==> src/hdl/kstb_pkg.sv <==
// Shared types and constants for the keysym to terminal bytes unit.
// No dependencies; compiled before the interfaces and all modules.
package kstb_pkg;

    localparam logic [7:0] ESC_BYTE = 8'h1B;
    localparam int unsigned MAX_BYTES = 6;

    // One translated key press as handed from the front end to the byte sender.
    // byte_seq[0] is sent first; len counts bytes, 1 to MAX_BYTES.
    typedef struct packed {
        logic                        unsupported;
        logic [2:0]                  len;
        logic [MAX_BYTES-1:0][7:0]   byte_seq;
    } cmd_t;

endpackage

==> src/hdl/kstb_if.sv <==
// Valid/ready channel interfaces of the keysym to terminal bytes unit:
// key items in, configuration writes in, terminal byte items out. No dependencies.
interface kstb_key_if;
    logic        valid;
    logic        ready;
    logic        key_down;
    logic [28:0] keysym;

    modport source (output valid, output key_down, output keysym, input ready);
    modport sink   (input valid, input key_down, input keysym, output ready);
endinterface

interface kstb_cfg_if;
    logic valid;
    logic ready;
    logic capture_enable;

    modport source (output valid, output capture_enable, input ready);
    modport sink   (input valid, input capture_enable, output ready);
endinterface

interface kstb_byte_if;
    logic       valid;
    logic       ready;
    logic [7:0] out_byte;
    logic       last;
    logic       unsupported;

    modport source (output valid, output out_byte, output last, output unsupported,
                    input ready);
    modport sink   (input valid, input out_byte, input last, input unsupported,
                    output ready);
endinterface

==> src/hdl/kstb_front.sv <==
// Front end: accepts key items, tracks modifiers, holds capture_enable and
// translates a press into a byte command. Depends on kstb_pkg and kstb_if.
module kstb_front (
    input  logic              clk,
    input  logic              rst_n,
    kstb_key_if.sink          key,
    kstb_cfg_if.sink          cfg,
    input  logic              cmd_ready,
    output logic              cmd_push,
    output kstb_pkg::cmd_t    cmd
);
    import kstb_pkg::*;

    localparam int unsigned MOD_CTRL_BIT = 1;
    localparam int unsigned MOD_ALT_BIT  = 2;

    typedef struct packed {
        logic [2:0]      len;
        logic [4:0][7:0] b;
    } seq_t;

    logic       capture_enable_reg;
    logic [4:0] mods_reg;
    logic [4:0] mods_next;
    logic [4:0] mbit;
    logic       accept;
    seq_t       seq;

    function automatic seq_t mk(logic [2:0] n, logic [7:0] b0, logic [7:0] b1,
                                logic [7:0] b2, logic [7:0] b3, logic [7:0] b4);
        seq_t s;
        s.len  = n;
        s.b[0] = b0;
        s.b[1] = b1;
        s.b[2] = b2;
        s.b[3] = b3;
        s.b[4] = b4;
        return s;
    endfunction

    function automatic logic [4:0] modifier_of(logic [28:0] k);
        logic [4:0] m;
        case (k)
            29'hFFE1, 29'hFFE2:                     m = 5'b00001;
            29'hFFE3, 29'hFFE4:                     m = 5'b00010;
            29'hFFE9:                               m = 5'b00100;
            29'hFFE7, 29'hFFE8, 29'hFFEB, 29'hFFEC: m = 5'b01000;
            29'hFFEA, 29'hFF7E, 29'hFE03:           m = 5'b10000;
            default:                                m = 5'b00000;
        endcase
        return m;
    endfunction

    // Unprefixed sequence; len 0 when the key has no mapping.
    function automatic seq_t translate(logic [28:0] k, logic ctrl);
        seq_t       s;
        logic       hit;
        logic [7:0] code;
        hit  = 1'b0;
        code = 8'h00;
        if (ctrl) begin
            hit = 1'b1;
            if (k >= 29'h41 && k <= 29'h5A) begin
                code = k[7:0] - 8'h40;
            end else if (k >= 29'h61 && k <= 29'h7A) begin
                code = k[7:0] - 8'h60;
            end else begin
                case (k)
                    29'h20:  code = 8'h00;
                    29'h5B:  code = 8'h1B;
                    29'h5C:  code = 8'h1C;
                    29'h5D:  code = 8'h1D;
                    29'h5E:  code = 8'h1E;
                    29'h5F:  code = 8'h1F;
                    29'h3F:  code = 8'h7F;
                    default: hit  = 1'b0;
                endcase
            end
        end
        if (hit) begin
            s = mk(3'd1, code, 8'h00, 8'h00, 8'h00, 8'h00);
        end else if (k >= 29'h20 && k <= 29'h7E) begin
            s = mk(3'd1, k[7:0], 8'h00, 8'h00, 8'h00, 8'h00);
        end else begin
            case (k)
                29'hFF0D: s = mk(3'd1, 8'h0D, 8'h00, 8'h00, 8'h00, 8'h00);
                29'hFF08: s = mk(3'd1, 8'h08, 8'h00, 8'h00, 8'h00, 8'h00);
                29'hFF09: s = mk(3'd1, 8'h09, 8'h00, 8'h00, 8'h00, 8'h00);
                29'hFF1B: s = mk(3'd1, 8'h1B, 8'h00, 8'h00, 8'h00, 8'h00);
                29'hFF52: s = mk(3'd3, 8'h1B, 8'h5B, 8'h41, 8'h00, 8'h00);
                29'hFF54: s = mk(3'd3, 8'h1B, 8'h5B, 8'h42, 8'h00, 8'h00);
                29'hFF53: s = mk(3'd3, 8'h1B, 8'h5B, 8'h43, 8'h00, 8'h00);
                29'hFF51: s = mk(3'd3, 8'h1B, 8'h5B, 8'h44, 8'h00, 8'h00);
                29'hFF50: s = mk(3'd3, 8'h1B, 8'h5B, 8'h48, 8'h00, 8'h00);
                29'hFF57: s = mk(3'd3, 8'h1B, 8'h5B, 8'h46, 8'h00, 8'h00);
                29'hFF63: s = mk(3'd4, 8'h1B, 8'h5B, 8'h32, 8'h7E, 8'h00);
                29'hFFFF: s = mk(3'd4, 8'h1B, 8'h5B, 8'h33, 8'h7E, 8'h00);
                29'hFF55: s = mk(3'd4, 8'h1B, 8'h5B, 8'h35, 8'h7E, 8'h00);
                29'hFF56: s = mk(3'd4, 8'h1B, 8'h5B, 8'h36, 8'h7E, 8'h00);
                29'hFFBE: s = mk(3'd3, 8'h1B, 8'h4F, 8'h50, 8'h00, 8'h00);
                29'hFFBF: s = mk(3'd3, 8'h1B, 8'h4F, 8'h51, 8'h00, 8'h00);
                29'hFFC0: s = mk(3'd3, 8'h1B, 8'h4F, 8'h52, 8'h00, 8'h00);
                29'hFFC1: s = mk(3'd3, 8'h1B, 8'h4F, 8'h53, 8'h00, 8'h00);
                29'hFFC2: s = mk(3'd5, 8'h1B, 8'h5B, 8'h31, 8'h35, 8'h7E);
                29'hFFC3: s = mk(3'd5, 8'h1B, 8'h5B, 8'h31, 8'h37, 8'h7E);
                29'hFFC4: s = mk(3'd5, 8'h1B, 8'h5B, 8'h31, 8'h38, 8'h7E);
                29'hFFC5: s = mk(3'd5, 8'h1B, 8'h5B, 8'h31, 8'h39, 8'h7E);
                29'hFFC6: s = mk(3'd5, 8'h1B, 8'h5B, 8'h32, 8'h30, 8'h7E);
                29'hFFC7: s = mk(3'd5, 8'h1B, 8'h5B, 8'h32, 8'h31, 8'h7E);
                29'hFFC8: s = mk(3'd5, 8'h1B, 8'h5B, 8'h32, 8'h33, 8'h7E);
                29'hFFC9: s = mk(3'd5, 8'h1B, 8'h5B, 8'h32, 8'h34, 8'h7E);
                29'hFFB0: s = mk(3'd1, 8'h30, 8'h00, 8'h00, 8'h00, 8'h00);
                29'hFFB1: s = mk(3'd1, 8'h31, 8'h00, 8'h00, 8'h00, 8'h00);
                29'hFFB2: s = mk(3'd1, 8'h32, 8'h00, 8'h00, 8'h00, 8'h00);
                29'hFFB3: s = mk(3'd1, 8'h33, 8'h00, 8'h00, 8'h00, 8'h00);
                29'hFFB4: s = mk(3'd1, 8'h34, 8'h00, 8'h00, 8'h00, 8'h00);
                29'hFFB5: s = mk(3'd1, 8'h35, 8'h00, 8'h00, 8'h00, 8'h00);
                29'hFFB6: s = mk(3'd1, 8'h36, 8'h00, 8'h00, 8'h00, 8'h00);
                29'hFFB7: s = mk(3'd1, 8'h37, 8'h00, 8'h00, 8'h00, 8'h00);
                29'hFFB8: s = mk(3'd1, 8'h38, 8'h00, 8'h00, 8'h00, 8'h00);
                29'hFFB9: s = mk(3'd1, 8'h39, 8'h00, 8'h00, 8'h00, 8'h00);
                29'hFFAE: s = mk(3'd1, 8'h2E, 8'h00, 8'h00, 8'h00, 8'h00);
                29'hFFAB: s = mk(3'd1, 8'h2B, 8'h00, 8'h00, 8'h00, 8'h00);
                29'hFFAD: s = mk(3'd1, 8'h2D, 8'h00, 8'h00, 8'h00, 8'h00);
                29'hFFAA: s = mk(3'd1, 8'h2A, 8'h00, 8'h00, 8'h00, 8'h00);
                29'hFFAF: s = mk(3'd1, 8'h2F, 8'h00, 8'h00, 8'h00, 8'h00);
                29'hFF8D: s = mk(3'd1, 8'h0D, 8'h00, 8'h00, 8'h00, 8'h00);
                default:  s = mk(3'd0, 8'h00, 8'h00, 8'h00, 8'h00, 8'h00);
            endcase
        end
        return s;
    endfunction

    assign key.ready = cmd_ready;
    assign cfg.ready = 1'b1;
    assign accept    = key.valid && cmd_ready;

    always_comb
    begin
        mbit      = modifier_of(key.keysym);
        mods_next = mods_reg;
        if (mbit != 5'd0) begin
            mods_next = key.key_down ? (mods_reg | mbit) : (mods_reg & ~mbit);
        end
        // translation sees the modifiers including this item's own update
        seq = translate(key.keysym, mods_next[MOD_CTRL_BIT]);

        cmd_push = accept && capture_enable_reg && key.key_down
                   && (seq.len != 3'd0 || mbit == 5'd0);

        cmd.unsupported = (seq.len == 3'd0);
        if (seq.len == 3'd0) begin
            cmd.len      = 3'd1;
            cmd.byte_seq = '0;
        end else if (mods_next[MOD_ALT_BIT]) begin
            cmd.len      = seq.len + 3'd1;
            cmd.byte_seq = {seq.b, ESC_BYTE};
        end else begin
            cmd.len      = seq.len;
            cmd.byte_seq = {8'h00, seq.b};
        end
    end

    always_ff @(posedge clk or negedge rst_n)
    begin
        if (!rst_n) begin
            capture_enable_reg <= 1'b1;
            mods_reg           <= 5'd0;
        end else begin
            if (cfg.valid) begin
                capture_enable_reg <= cfg.capture_enable;
            end
            if (accept) begin
                mods_reg <= mods_next;
            end
        end
    end

    a_push_on_press: assert property (@(posedge clk) disable iff (!rst_n)
        cmd_push |-> (key.key_down && capture_enable_reg && accept))
        else $error("command pushed for a release or with capture off");

endmodule

==> src/hdl/kstb_queue.sv <==
// Two-entry command queue between front end and byte sender.
// Depends on kstb_pkg.
module kstb_queue (
    input  logic              clk,
    input  logic              rst_n,
    input  logic              push,
    input  kstb_pkg::cmd_t    push_cmd,
    output logic              push_ready,
    input  logic              pop,
    output logic              head_valid,
    output kstb_pkg::cmd_t    head_cmd
);
    import kstb_pkg::*;

    cmd_t       mem_reg [2];
    logic       wr_ptr_reg;
    logic       rd_ptr_reg;
    logic [1:0] count_reg;
    logic [1:0] count_next;

    assign push_ready = (count_reg != 2'd2);
    assign head_valid = (count_reg != 2'd0);
    assign head_cmd   = mem_reg[rd_ptr_reg];

    always_comb
    begin
        count_next = count_reg;
        if (push && !pop) begin
            count_next = count_reg + 2'd1;
        end else if (pop && !push) begin
            count_next = count_reg - 2'd1;
        end
    end

    always_ff @(posedge clk)
    begin
        if (push) begin
            mem_reg[wr_ptr_reg] <= push_cmd;
        end
    end

    always_ff @(posedge clk or negedge rst_n)
    begin
        if (!rst_n) begin
            wr_ptr_reg <= 1'b0;
            rd_ptr_reg <= 1'b0;
            count_reg  <= 2'd0;
        end else begin
            if (push) begin
                wr_ptr_reg <= ~wr_ptr_reg;
            end
            if (pop) begin
                rd_ptr_reg <= ~rd_ptr_reg;
            end
            count_reg <= count_next;
        end
    end

    a_count_bound: assert property (@(posedge clk) disable iff (!rst_n)
        count_reg != 2'd3)
        else $error("queue count out of range");

endmodule

==> src/hdl/kstb_back.sv <==
// Byte sender: walks the head command into a registered output stage, one byte per
// cycle while the receiver is ready. Depends on kstb_pkg and kstb_if.
module kstb_back (
    input  logic              clk,
    input  logic              rst_n,
    input  logic              head_valid,
    input  kstb_pkg::cmd_t    head_cmd,
    output logic              pop,
    kstb_byte_if.source       term
);
    import kstb_pkg::*;

    logic       out_valid_reg;
    logic [7:0] out_byte_reg;
    logic       out_last_reg;
    logic       out_unsup_reg;
    logic [2:0] idx_reg;
    logic       load;
    logic       at_end;
    logic [7:0] cur_byte;

    assign term.valid       = out_valid_reg;
    assign term.out_byte    = out_byte_reg;
    assign term.last        = out_last_reg;
    assign term.unsupported = out_unsup_reg;

    assign load     = head_valid && (!out_valid_reg || term.ready);
    assign at_end   = (idx_reg == head_cmd.len - 3'd1);
    assign cur_byte = head_cmd.byte_seq[idx_reg];
    assign pop      = load && at_end;

    always_ff @(posedge clk)
    begin
        if (load) begin
            out_byte_reg  <= cur_byte;
            out_last_reg  <= at_end;
            out_unsup_reg <= head_cmd.unsupported;
        end
    end

    always_ff @(posedge clk or negedge rst_n)
    begin
        if (!rst_n) begin
            out_valid_reg <= 1'b0;
            idx_reg       <= 3'd0;
        end else begin
            if (load) begin
                out_valid_reg <= 1'b1;
                idx_reg       <= at_end ? 3'd0 : idx_reg + 3'd1;
            end else if (term.ready) begin
                out_valid_reg <= 1'b0;
            end
        end
    end

    a_idx_in_cmd: assert property (@(posedge clk) disable iff (!rst_n)
        head_valid |-> (idx_reg < head_cmd.len))
        else $error("byte index ran past the command length");

    a_unsup_shape: assert property (@(posedge clk) disable iff (!rst_n)
        (out_valid_reg && out_unsup_reg) |-> (out_last_reg && out_byte_reg == 8'h00))
        else $error("unsupported item not a single zero byte");

    a_idx_clear_after_pop: assert property (@(posedge clk) disable iff (!rst_n)
        pop |=> (idx_reg == 3'd0))
        else $error("byte index not rewound after command");

endmodule

==> src/hdl/keysym_to_terminal_bytes_unit.sv <==
// Keysym to terminal bytes: a key item is taken in any cycle the two-entry command
// queue has room; its bytes pass through the queue and the registered output stage.
// Bytes leave at one per cycle while the receiver is ready, so a press gives 1 to 6
// bytes, sent by the byte sender stepping through the command; releases and modifier
// keys give none. Reset (rst_n low, asynchronous): capture enabled, modifiers released,
// queue and output stage empty.
module keysym_to_terminal_bytes_unit (
    input  logic          clk,
    input  logic          rst_n,
    kstb_key_if.sink      key,
    kstb_cfg_if.sink      cfg,
    kstb_byte_if.source   term
);
    import kstb_pkg::*;

    logic cmd_push;
    logic cmd_ready;
    cmd_t cmd;
    logic head_valid;
    cmd_t head_cmd;
    logic pop;

    kstb_front u_front (
        .clk       (clk),
        .rst_n     (rst_n),
        .key       (key),
        .cfg       (cfg),
        .cmd_ready (cmd_ready),
        .cmd_push  (cmd_push),
        .cmd       (cmd)
    );

    kstb_queue u_queue (
        .clk        (clk),
        .rst_n      (rst_n),
        .push       (cmd_push),
        .push_cmd   (cmd),
        .push_ready (cmd_ready),
        .pop        (pop),
        .head_valid (head_valid),
        .head_cmd   (head_cmd)
    );

    kstb_back u_back (
        .clk        (clk),
        .rst_n      (rst_n),
        .head_valid (head_valid),
        .head_cmd   (head_cmd),
        .pop        (pop),
        .term       (term)
    );

endmodule

==> src/flat_wrapper.sv <==
// flat-port wrapper written by rule: the top's interface ports become plain ports
module keysym_to_terminal_bytes_unit_flat import kstb_pkg::*;
  (clk, rst_n, key_valid, key_key_down, key_keysym, key_ready, cfg_valid, cfg_capture_enable, cfg_ready, term_valid, term_out_byte, term_last, term_unsupported, term_ready);
  kstb_key_if key_i ();
  kstb_cfg_if cfg_i ();
  kstb_byte_if term_i ();
  input  logic clk;
  input  logic rst_n;
  input wire logic [$bits(key_i.valid)-1:0] key_valid;
  input wire logic [$bits(key_i.key_down)-1:0] key_key_down;
  input wire logic [$bits(key_i.keysym)-1:0] key_keysym;
  output wire logic [$bits(key_i.ready)-1:0] key_ready;
  input wire logic [$bits(cfg_i.valid)-1:0] cfg_valid;
  input wire logic [$bits(cfg_i.capture_enable)-1:0] cfg_capture_enable;
  output wire logic [$bits(cfg_i.ready)-1:0] cfg_ready;
  output wire logic [$bits(term_i.valid)-1:0] term_valid;
  output wire logic [$bits(term_i.out_byte)-1:0] term_out_byte;
  output wire logic [$bits(term_i.last)-1:0] term_last;
  output wire logic [$bits(term_i.unsupported)-1:0] term_unsupported;
  input wire logic [$bits(term_i.ready)-1:0] term_ready;
  assign key_i.valid = key_valid;
  assign key_i.key_down = key_key_down;
  assign key_i.keysym = key_keysym;
  assign key_ready = key_i.ready;
  assign cfg_i.valid = cfg_valid;
  assign cfg_i.capture_enable = cfg_capture_enable;
  assign cfg_ready = cfg_i.ready;
  assign term_valid = term_i.valid;
  assign term_out_byte = term_i.out_byte;
  assign term_last = term_i.last;
  assign term_unsupported = term_i.unsupported;
  assign term_i.ready = term_ready;
  keysym_to_terminal_bytes_unit u_core (.clk(clk), .rst_n(rst_n), .key(key_i), .cfg(cfg_i), .term(term_i));
endmodule
==> config.mk <==
export PLATFORM = sky130hd
export DESIGN_NAME = keysym_to_terminal_bytes_unit_flat
export DESIGN_NICKNAME = d
export VERILOG_FILES = /design/src/hdl/kstb_pkg.sv /design/src/hdl/kstb_if.sv /design/src/hdl/kstb_front.sv /design/src/hdl/kstb_queue.sv /design/src/hdl/kstb_back.sv /design/src/hdl/keysym_to_terminal_bytes_unit.sv /design/src/flat_wrapper.sv
export SDC_FILE = /design/constraint.sdc
export NUM_CORES = 1
export LEC_CHECK = 0
export ABC_AREA = 1
export CAP_MARGIN = 30
export CORE_MARGIN = 4
export CORE_UTILIZATION = 60
export DETAILED_ROUTE_END_ITERATION = 8
export DONT_BUFFER_PORTS = 1
export GPL_ROUTABILITY_DRIVEN = 0
export PLACE_DENSITY = 0.76
export SLEW_MARGIN = 20
export SYNTH_ARGS = -nofsm -noshare
export SYNTH_HDL_FRONTEND = slang
export SYNTH_SLANG_ARGS = --single-unit
==> constraint.sdc <==
create_clock -name clk -period 4.4 [get_ports clk]
set_input_delay 0.88 -clock clk [delete_from_list [all_inputs] [get_ports clk]]
set_output_delay 0.88 -clock clk [all_outputs]
set_load 0.01 [all_outputs]
==> results of run 1 <==
==> synth_stat cells, drive strengths merged (3+ instances only) <==
master / number
a211oi: 3
a21oi: 21
buf: 9
clkbuf: 12
dfrtp: 10
edfxtp: 92
ha: 13
inv: 68
nand2: 175
nand3: 52
nand4: 8
nor2: 160
nor3: 16
o211ai: 7
o21ai: 60
o22ai: 18
o31ai: 6
or2: 3
xnor2: 3
xor2: 5
==> how the worst min path moves through the flow <==
| stage | endpoint | cells after the start | from | slack (ns) |
|---|---|---|---|---|
| 3_5_place_dp | u_core.u_queue.count_reg[0] | 1 | u_core.u_queue.count_reg[0] | 0.46 |
| 6_report | u_core.u_front.mods_reg[1] | 0 | rst_n | 0.18 |
| 2_1_floorplan | u_core.u_queue.count_reg[0] | 1 | u_core.u_queue.count_reg[0] | 0.45 |
| 4_1_cts | u_core.u_front.mods_reg[1] | 0 | rst_n | 0.16 |
| 5_1_grt | u_core.u_queue.count_reg[0] | 0 | rst_n | 0.16 |
| 3_3_place_gp | u_core.u_queue.count_reg[0] | 1 | u_core.u_queue.count_reg[0] | 0.47 |
==> stage by stage <==
step | cells | setup WS, ns | hold WS (ns) | area (µm²)
3_5_place_dp | 883 | 0.258 | 0.463 | 6490
6_report | 899 | 0.626 | 0.184 | 6710
3_3_place_gp | 883 | 0.445 | 0.467 | 6490
5_1_grt | 899 | 0.356 | 0.156 | 6710
2_1_floorplan | 759 | 0.213 | 0.446 | 6330
4_1_cts | 899 | 0.675 | 0.163 | 6710
==> layout make-up <==
class | instances | area share [%]
well taps | 136 | 2.54
flip-flops and latches | 103 | 45.3
inverters | 69 | 4.03
repair buffers | 9 | 1.38
clock buffers | 9 | 1.85
multi-input cells | 566 | 43.5
clock inverters | 7 | 1.42
==> layer usage <==
metal  part of all wire (%)  wire length [µm]  vias up  global-route usage (%)
met4                    4.8               744        0                    13.4
met5                      0                 0        -                       0
li1                       -                 -     2562                       -
met2                     48              7440      328                    42.7
met3                    7.9              1230       69                    3.93
met1                     40              6190     2446                    31.9
==> where the power goes <==
part	switching [W]	leakage (nW)	internal [W]
sequential	0.000108	1.00	0.00122
combinational	0.000557	1.62	0.000268
clock	0.000326	0.110	0.000322
==> cell families (layout without fill, tap and decap cells) <==
family	after synthesis	count (layout)	share of synthesized area [%]
AND/OR/NAND/NOR	418	418	30.1
other	1	1	0.0593
buffers and inverters	90	94	6.07
flip-flops	103	103	48.0
AO/OA/AOI/OAI	124	124	11.8
adder cells (fa/ha/maj)	13	13	2.57
XOR/XNOR	8	8	1.11
multiplexers	2	2	0.316
==> metrics.md, run 1 <==
| Metric | Value |
|---|---|
| Detailed router's first-iteration violation count | 560 |
| DR pass1 iterations | 6 |
| Final Core Density | 65.3% |
| Max FFs per register | 82 |
| RR Endpoint | u_core.u_queue.count_reg[1] |
| CTS tree | yes |
| Synth top area cells | edfxtp_1 (44%), nand2_1 (9.4%), nor2_1 (8.7%) |
| FF/Latch Area | 3040 µm² |
| Initial antenna violation count | 0 |
| R2R Setup Slk | 1.53 ns |
| Die Y | 111 µm |
| Status | finished, final reports clean |
| Commonest non-fill, non-tap cell in the layout | nand2_1 |
| Synth cell types | 50 |
| Leak | 2.73 nW |
| # Max-Cap Violations | 0 |
| Main flop type after synthesis | edfxtp_1 |
| H-tree depth | 3 |
| Slowest cell on the critical path | nor3_2 |
| HPWL Detailed | 11.5 mm |
| Final worst path period need | 3.77 ns |
| Port Buffers | 0 |
| Max IR drop VDD | 274 µV |
| Slew @ Worst Pin | 0.652 ns |
| Fin Clk Skew | 0.00691 ns |
| Clk slew on worst S/H paths | 0.09 ns |
| Crit path capture type | register |
| Stages on worst setup path | 22 |
| Synth Warn # | 0 |
| Final setup fails | 0 |
| Starting density of the core | 61.6% |
| Syn Inst Count | 759 |
| CTS Buf Count | 9 |
| Largest area contributor in the synthesized netlist | edfxtp_1 |
| Max_slew headroom | 56.5% |
| CP max FO | 7 |
| Commonest non-fill, non-tap cells in the layout | nand2_1 (159), nor2_1 (144), edfxtp_1 (92) |
| Filler instances | 870 |
| Post-CTS setup buffers | 0 |
| Final WL | 15.6 mm |
| Vias in the first global route | 5238 |
| Slew Limit Fails | 0 |
| Final net count | 807 |
| Critical R2R Launch | u_core.u_front.mods_reg[1] |
| CP Launch Type | primary input |
| Hold WC Path Type | in2async |
| Die width | 111 µm |
| Antenna-violating nets left | 0 |
| Root buffer cell | clkbuf_8 |
| Hold buffer count at cts | 0 |
| CTS sink cnt | 103 |
| Number of remaining DRC errors | 0 |
| Diode count | 0 |
| Crit path from | key_keysym[6] |
| Layout cell share with drive strength beyond 1 | 11.0% |
| Syn nets | 808 |
| Clock tree buffer depth | 2 |
| Worst EP arrival | 4.04 ns |
| Final Hold Fails | 0 |
| Total global-route track usage | 25.5% |
| Reg2reg path depth | 16 |
| Mapped Area | 6330 µm² |
| Largest net degree at the start of global routing | 40 |
| # resized after CTS | 0 |
| Sequential fraction of the synthesis area | 48.0% |
| Setup TNS Final | 0 ns |
| Layout overhead on the synthesized area | 6.05% |
| Synthesized flop and latch total | 103 |
| Bufs and invs on worst path | 5 |
| Core area | 10300 µm² |
| Slowest Stage Delay on Critical Path | 0.31 ns |
| Post-synth top area share | 43.7% |
| Clock Latency Late Sink | 0.38 ns |
| Post-synth ARST share | 10.7% |
| CP top delay family | simple AND/OR/NAND/NOR gates |
| DR vias | 5405 |
| Site row count | 37 |
| Setup repair after global routing missed its margin | false |
| Syn avg cell area | 8.34 µm² |
| Setup crit end | u_core.u_queue.count_reg[1] |
| Crit Path Category | in2reg |
| I/O pins | 49 |
| Tot Pwr | 0.00280 W |
| Area occupied by multi-input gates | 2920 µm² |
| Tcrit/Tclk final | 85.8% |
| Gr ovfl total | 0 |
| Pwr/cell area | 417 nW/µm² |
| Worst Path Required | 4.66 ns |
| Routed length per placed instance | 17.4 µm |
| Fmax | 0.265 GHz |
| Post-synth EDFFs | 92 |
| DIE AREA | 12300 µm² |
| Via/cell ratio | 6.01 |
| Global-route wire length before repair | 25.5 mm |
| Cells along the critical path | inv_1 > ha_1 > inv_1 > nor3_1 > buf_4 > nand2_1 > a21oi_1 > nor2_1 > nand2_1 > nor2_1 > nand2_1 > nor3_2 > ha_1 > inv_1 > nor2_8 > o211ai_1 > nand2_1 > inv_1 > ha_1 > a21oi_1 > o21ai_0 > xor2_1 |
Power figures use the tool's default switching activity.
==> inputs of run 2 (changes only) <==
--- a/config.mk
+++ b/config.mk
@@ -12,6 +12,7 @@
 export DETAILED_ROUTE_END_ITERATION = 8
 export DONT_BUFFER_PORTS = 1
 export GPL_ROUTABILITY_DRIVEN = 0
+export GPL_TIMING_DRIVEN = 0
 export PLACE_DENSITY = 0.76
 export SLEW_MARGIN = 20
 export SYNTH_ARGS = -nofsm -noshare
==> constraint.sdc (replaced) <==
create_clock -name clk -period 3.6 [get_ports clk]
set_input_delay 0.72 -clock clk [delete_from_list [all_inputs] [get_ports clk]]
set_output_delay 0.72 -clock clk [all_outputs]
set_load 0.01 [all_outputs]
==> metrics.md, run 2 (synthesized netlist as in run 1, its figures left out) <==
| Metric | Value |
|---|---|
| Status | finished, final reports clean (unchanged) |
| Final Core Density | 67.4% (was 65.3%) |
| Clk slew on worst S/H paths | 0.09 ns (about the same) |
| Max FFs per register | 82 (unchanged) |
| Leak | 2.81 nW (was 2.73 nW) |
| Commonest non-fill, non-tap cells in the layout | nand2_1 (153), nor2_1 (142), edfxtp_1 (92) (was nand2_1 (159), nor2_1 (144), edfxtp_1 (92)) |
| Max IR drop VDD | 274 µV (about the same) |
| Final WL | 16.3 mm (was 15.6 mm) |
| Crit path capture type | register (unchanged) |
| Via/cell ratio | 5.98 (was 6.01) |
| Slew @ Worst Pin | 0.620 ns (was 0.652 ns) |
| Gr ovfl total | 0 (unchanged) |
| Core area | 10300 µm² (unchanged) |
| Total global-route track usage | 26.0% (was 25.5%) |
| Global-route wire length before repair | 25.6 mm (was 25.5 mm) |
| DIE AREA | 12300 µm² (unchanged) |
| Antenna-violating nets left | 0 (unchanged) |
| Cells along the critical path | buf_4 > inv_2 > nand2_1 > nor2_1 > nand2_1 > nor3_1 > nand3_1 > nand3_1 > nand2_1 > nand2_1 > nor3_4 > ha_1 > inv_1 > nor2_8 > o211ai_1 > nand2_2 > buf_4 > nor2_4 > buf_16 (was inv_1 > ha_1 > inv_1 > nor3_1 > buf_4 > nand2_1 > a21oi_1 > nor2_1 > nand2_1 > nor2_1 > nand2_1 > nor3_2 > ha_1 > inv_1 > nor2_8 > o211ai_1 > nand2_1 > inv_1 > ha_1 > a21oi_1 > o21ai_0 > xor2_1) |
| Final net count | 832 (was 807) |
| Slowest Stage Delay on Critical Path | 0.24 ns (was 0.31 ns) |
| Die width | 111 µm (unchanged) |
| Detailed router's first-iteration violation count | 470 (was 560) |
| CP max FO | 24 (was 7) |
| Commonest non-fill, non-tap cell in the layout | nand2_1 (unchanged) |
| DR pass1 iterations | 6 (unchanged) |
| DR vias | 5521 (was 5405) |
| Setup repair after global routing missed its margin | false (unchanged) |
| Fmax | 0.294 GHz |
| Pwr/cell area | 496 nW/µm² (was 417 nW/µm²) |
| Number of remaining DRC errors | 0 (unchanged) |
| Initial antenna violation count | 0 (unchanged) |
| Filler instances | 871 (was 870) |
| CP Launch Type | primary input (unchanged) |
| H-tree depth | 3 (unchanged) |
| Final Hold Fails | 0 (unchanged) |
| Final worst path period need | 3.40 ns |
| Max_slew headroom | 58.2% (was 56.5%) |
| CTS sink cnt | 103 (unchanged) |
| Port Buffers | 0 (unchanged) |
| Tcrit/Tclk final | 94.4% |
| Layout overhead on the synthesized area | 9.55% (was 6.05%) |
| Largest net degree at the start of global routing | 25 (was 40) |
| Slew Limit Fails | 0 (unchanged) |
| Slowest cell on the critical path | nor2_1 (was nor3_2) |
| Fin Clk Skew | 0.0136 ns (was 0.00691 ns) |
| # Max-Cap Violations | 0 (unchanged) |
| Layout cell share with drive strength beyond 1 | 13.7% (was 11.0%) |
| I/O pins | 49 (unchanged) |
| Site row count | 37 (unchanged) |
| Bufs and invs on worst path | 5 (unchanged) |
| HPWL Detailed | 12.0 mm (was 11.5 mm) |
| Worst EP arrival | 3.48 ns (was 4.04 ns) |
| Clock tree buffer depth | 2 (unchanged) |
| CTS tree | yes (unchanged) |
| Most used cell, CP | nand2_1 |
| Final setup fails | 0 (unchanged) |
| Tot Pwr | 0.00344 W (was 0.00280 W) |
| Routed length per placed instance | 17.6 µm (was 17.4 µm) |
| Vias in the first global route | 5224 (was 5238) |
| Clock Latency Late Sink | 0.37 ns (was 0.38 ns) |
| CP top delay family | simple AND/OR/NAND/NOR gates (unchanged) |
| Root buffer cell | clkbuf_8 (unchanged) |
| Die Y | 111 µm (unchanged) |
| Worst Path Required | 3.68 ns (was 4.66 ns) |
| Diode count | 0 (unchanged) |
| Starting density of the core | 61.6% (unchanged) |
| Crit Path Category | in2reg (unchanged) |
| CTS Buf Count | 9 (unchanged) |
| Hold WC Path Type | in2async (unchanged) |
==> run 2: layout make-up <==
class                      count  area [µm²]  share of cell area [%]
timing repair buffer          12         136                    1.97
clock inverter                 6        61.3                   0.884
sequential                   103        3040                    43.8
buffer                        21         120                    1.73
clock buffer                  10         128                    1.84
multi-input combinational    567        3010                    43.4
tap                          136         170                    2.45
inverter                      69         272                    3.92
==> run 2: power breakdown <==
part / switching [W] / internal [W]
Clock: 0.000384 / 0.000318
Combinational: 0.000791 / 0.000354
Sequential: 0.000105 / 0.00149
Total: 0.00128 / 0.00216
==> run 2: stage by stage <==
stage / TNS, ns / std cells / instance area [µm²] / worst slack, ns / hold slack [ns]
6_report: 0 / 924 / 6930 / 0.202 / 0.0332
5_1_grt: 0 / 924 / 6930 / 0.0147 / 0.0171
4_1_cts: 0 / 917 / 6830 / 0.00814 / 0.0153
3_5_place_dp: -46.42 / 897 / 6570 / -0.632 / 0.425
3_3_place_gp: -117.10 / 895 / 6500 / -1.41 / 0.425
2_1_floorplan: -34.53 / 759 / 6330 / -0.427 / 0.424
==> run 2: timing repair <==
item                       in CTS  in global routing
resized for setup              10                 15
gates cloned                    0                  1
pin swaps                       2                  2
setup endpoints to repair      80                 42
hold endpoints to repair        0                  6
setup buffers                   4                  4
hold buffers                    0                  1
==> run 2: path summary, 6_finish.rpt <==
| kind | from | to | slack [ns] | cells past startpoint |
|---|---|---|---|---|
| hold reg to reg | u_core.u_queue.count_reg[0] | u_core.u_queue.count_reg[0] | 0.48 | 1 |
| max in group asynchronous | rst_n | u_core.u_back.term.valid | 2.73 | 1 |
| hold / removal | rst_n | u_core.u_back.idx_reg[1] | 0.03 | 0 |
| min in group clk | cfg_valid | u_core.u_front.capture_enable_reg | 0.41 | 1 |
| setup / recovery | key_keysym[3] | u_core.u_queue.mem_reg[0][18] | 0.20 | 19 |
| setup reg to reg | u_core.u_queue.rd_ptr_reg | u_core.u_queue.count_reg[1] | 0.26 | 14 |
==> run 2: per-layer routing <==
layer,global-route usage [%],wire [µm],share of wire (%)
met3,3.82,1230,7.5
met1,32.1,6350,39
met4,11.7,726,4.5
met5,0,0,0
met2,45.1,7970,49
==> inputs of run 3 (changes only) <==
--- a/config.mk
+++ b/config.mk
@@ -6,14 +6,14 @@
 export NUM_CORES = 1
 export LEC_CHECK = 0
 export ABC_AREA = 1
+export BUFFER_PORTS_ARGS = -buffer_cell sky130_fd_sc_hd__buf_2
 export CAP_MARGIN = 30
 export CORE_MARGIN = 4
-export CORE_UTILIZATION = 60
+export CORE_UTILIZATION = 50
 export DETAILED_ROUTE_END_ITERATION = 8
-export DONT_BUFFER_PORTS = 1
 export GPL_ROUTABILITY_DRIVEN = 0
 export GPL_TIMING_DRIVEN = 0
-export PLACE_DENSITY = 0.76
+export PLACE_DENSITY = 0.68
 export SLEW_MARGIN = 20
 export SYNTH_ARGS = -nofsm -noshare
 export SYNTH_HDL_FRONTEND = slang
==> metrics.md, run 3 (synthesized netlist as in run 1, its figures left out) <==
| Metric | Value |
|---|---|
| Status | finished, final reports clean (unchanged) |
| Diode count | 0 (unchanged) |
| # Max-Cap Violations | 0 (unchanged) |
| Vias in the first global route | 5375 (was 5224) |
| Initial antenna violation count | 0 (unchanged) |
| Slew Limit Fails | 0 (unchanged) |
| Starting density of the core | 51.8% (was 61.6%) |
| Die width | 120 µm (was 111 µm) |
| Fin Clk Skew | 0.00824 ns (was 0.0136 ns) |
| Max IR drop VDD | 243 µV (was 274 µV) |
| Root buffer cell | clkbuf_16 (was clkbuf_8) |
| Met2 wire length | 8.71 mm (was 7.97 mm) |
| Switch Pwr | 0.00136 W (was 0.00128 W) |
| DR pass1 iterations | 7 (was 6) |
| Slowest cell on the critical path | nor2_1 (unchanged) |
| Antenna-violating nets left | 0 (unchanged) |
| Largest net degree at the start of global routing | 27 (was 25) |
| Final net count | 882 (was 832) |
| Routed length per placed instance | 17.0 µm (was 17.6 µm) |
| DIE AREA | 14500 µm² (was 12300 µm²) |
| Setup repair after global routing missed its margin | false (unchanged) |
| Reg2reg path depth | 14 (unchanged) |
| Final Core Density | 60.3% (was 67.4%) |
| Final worst path period need | 3.43 ns (was 3.40 ns) |
| Max_slew headroom | 41.2% (was 58.2%) |
| Slew @ Worst Pin | 0.881 ns (was 0.620 ns) |
| Crit path capture type | register (unchanged) |
| Tcrit/Tclk final | 95.4% (was 94.4%) |
| Leak | 3.06 nW (was 2.81 nW) |
| Final setup fails | 0 (unchanged) |
| Hold WC Path Type | in2async (unchanged) |
| Fmax | 0.291 GHz (was 0.294 GHz) |
| CP Launch Type | primary input (unchanged) |
| Sw frac | 35.8% (was 37.2%) |
| Port Buffers | 44 (was 0) |
| Placed inst area | 6820 µm² (was 6570 µm²) |
| Met1 WL | 6.80 mm (was 6.35 mm) |
| Die Y | 120 µm (was 111 µm) |
| Total global-route track usage | 23.8% (was 26.0%) |
| Int Pwr | 0.00243 W (was 0.00216 W) |
| HPWL Detailed | 12.6 mm (was 12.0 mm) |
| DR vias | 5624 (was 5521) |
| Final WL | 17.1 mm (was 16.3 mm) |
| CP max FO | 21 (was 24) |
| Bufs and invs on worst path | 6 (was 5) |
| Max FFs per register | 82 (unchanged) |
| Crit path from | key_keysym[7] (was key_keysym[3]) |
| Most used cell, CP | nand2_1 (unchanged) |
| Worst Path Required | 3.64 ns (was 3.68 ns) |
| Clock tree buffer depth | 2 (unchanged) |
| Number of remaining DRC errors | 0 (unchanged) |
| Via/cell ratio | 5.59 (was 5.98) |
| Hold buffer count at cts | 0 (unchanged) |
| Pwr/cell area | 515 nW/µm² (was 496 nW/µm²) |
| R2R Setup Slk | 0.43 ns (was 0.26 ns) |
| Clk slew on worst S/H paths | 0.07 ns (was 0.09 ns) |
| Site row count | 40 (was 37) |
| Combinational fraction of design power | 33.6% (was 33.3%) |
| Critical R2R Launch | u_core.u_queue.rd_ptr_reg (unchanged) |
| CTS sink cnt | 103 (unchanged) |
| Cells along the critical path | clkbuf_4 > inv_2 > ha_4 > nand3_4 > inv_2 > nand3_2 > nor2_1 > nand2_1 > nand2_1 > nor2_1 > nand2_1 > o21ai_4 > nand2_2 > nor3_4 > ha_1 > inv_1 > nor2_8 > o211ai_1 > nand2_2 > buf_4 > nor2_4 > buf_16 (was buf_4 > inv_2 > nand2_1 > nor2_1 > nand2_1 > nor3_1 > nand3_1 > nand3_1 > nand2_1 > nand2_1 > nor3_4 > ha_1 > inv_1 > nor2_8 > o211ai_1 > nand2_2 > buf_4 > nor2_4 > buf_16) |
| Clock Latency Late Sink | 0.34 ns (was 0.37 ns) |
| Crit Path Category | in2reg (unchanged) |
| Commonest non-fill, non-tap cells in the layout | nand2_1 (154), nor2_1 (140), edfxtp_1 (92) (was nand2_1 (153), nor2_1 (142), edfxtp_1 (92)) |
| H-tree depth | 3 (unchanged) |
| Global-route wire length before repair | 27.2 mm (was 25.6 mm) |
| Core area | 12200 µm² (was 10300 µm²) |
| CP top delay family | simple AND/OR/NAND/NOR gates (unchanged) |
| Final Hold Fails | 0 (unchanged) |
| Layout overhead on the synthesized area | 16.4% (was 9.55%) |
| Met3 wire length | 1.03 mm (was 1.23 mm) |
| Reg power frac | 41.1% (was 46.3%) |
| I/O pins | 49 (unchanged) |
| Clk network pwr share | 25.3% (was 20.4%) |
| RR Endpoint | u_core.u_queue.count_reg[1] (unchanged) |
| Slowest Stage Delay on Critical Path | 0.23 ns (was 0.24 ns) |
| Commonest non-fill, non-tap cell in the layout | nand2_1 (unchanged) |
| Gr ovfl total | 0 (unchanged) |
| CTS Buf Count | 9 (unchanged) |
| Layout cell share with drive strength beyond 1 | 19.9% (was 13.7%) |
| Detailed router's first-iteration violation count | 461 (was 470) |
| CTS tree | yes (unchanged) |
| Cell area after layout | 7370 µm² (was 6930 µm²) |
| Worst EP arrival | 3.47 ns (was 3.48 ns) |
| Highest routed metal layer | met4 (unchanged) |
==> run 3: cell type report <==
type                    count  area, µm²
multi-input cells         567       3030
clock inverters             7       68.8
repair buffers             62        405
plain buffers              21        116
inverters                  69        272
flip-flops and latches    103       3040
well taps                 168        210
clock buffers               9        225
fillers                  1075       4850
==> run 3: layer usage <==
metal  GRT usage (%)  vias up
met5               0        -
met4            8.92        0
met3            2.67       35
met2            42.5      252
met1            29.5     2605
li1                -     2732
==> run 3: how the worst max path moves through the flow <==
stage,to,slack [ns],depth (start not counted)
6_report,u_core.u_queue.mem_reg[0][18],0.17,22
5_1_grt,u_core.u_queue.mem_reg[0][18],0.004,21
2_1_floorplan,u_core.u_queue.mem_reg[1][0],-0.43,17
3_3_place_gp,u_core.u_queue.mem_reg[1][8],-1.57,18
3_5_place_dp,u_core.u_queue.count_reg[1],-0.81,24
4_1_cts,u_core.u_queue.count_reg[1],-0.01,23
==> run 3: power groups by stage <==
stage | Clock [W] | Combinational, W | Sequential [W]
after floorplan | 0 | 0.000758 | 0.00160
after global placement | 0 | 0.00118 | 0.00157
after detailed placement | 0 | 0.00122 | 0.00157
after CTS | 0.000970 | 0.00126 | 0.00156
after global routing | 0.00103 | 0.00141 | 0.00157
final | 0.000961 | 0.00127 | 0.00156
==> run 3: what timing repair did <==
item,4_1_cts,5_1_grt
setup buffers,10,6
resized for setup,10,21
endpoints found under the setup margin,84,130
cloned,1,0
pin swaps,6,5
==> run 3: per-stage QoR <==
step	hold WS, ns	cells	power [W]	setup TNS, ns	worst slack (ns)
2_1_floorplan	0.424	759	0.00236	-34.53	-0.427
3_3_place_gp	0.461	971	0.00276	-143.84	-1.57
3_5_place_dp	0.472	973	0.00280	-69.54	-0.811
4_1_cts	0.240	1000	0.00378	-0.0148	-0.0148
5_1_grt	0.243	1006	0.00401	0	0.00409
6_report	0.243	1006	0.00379	0	0.167
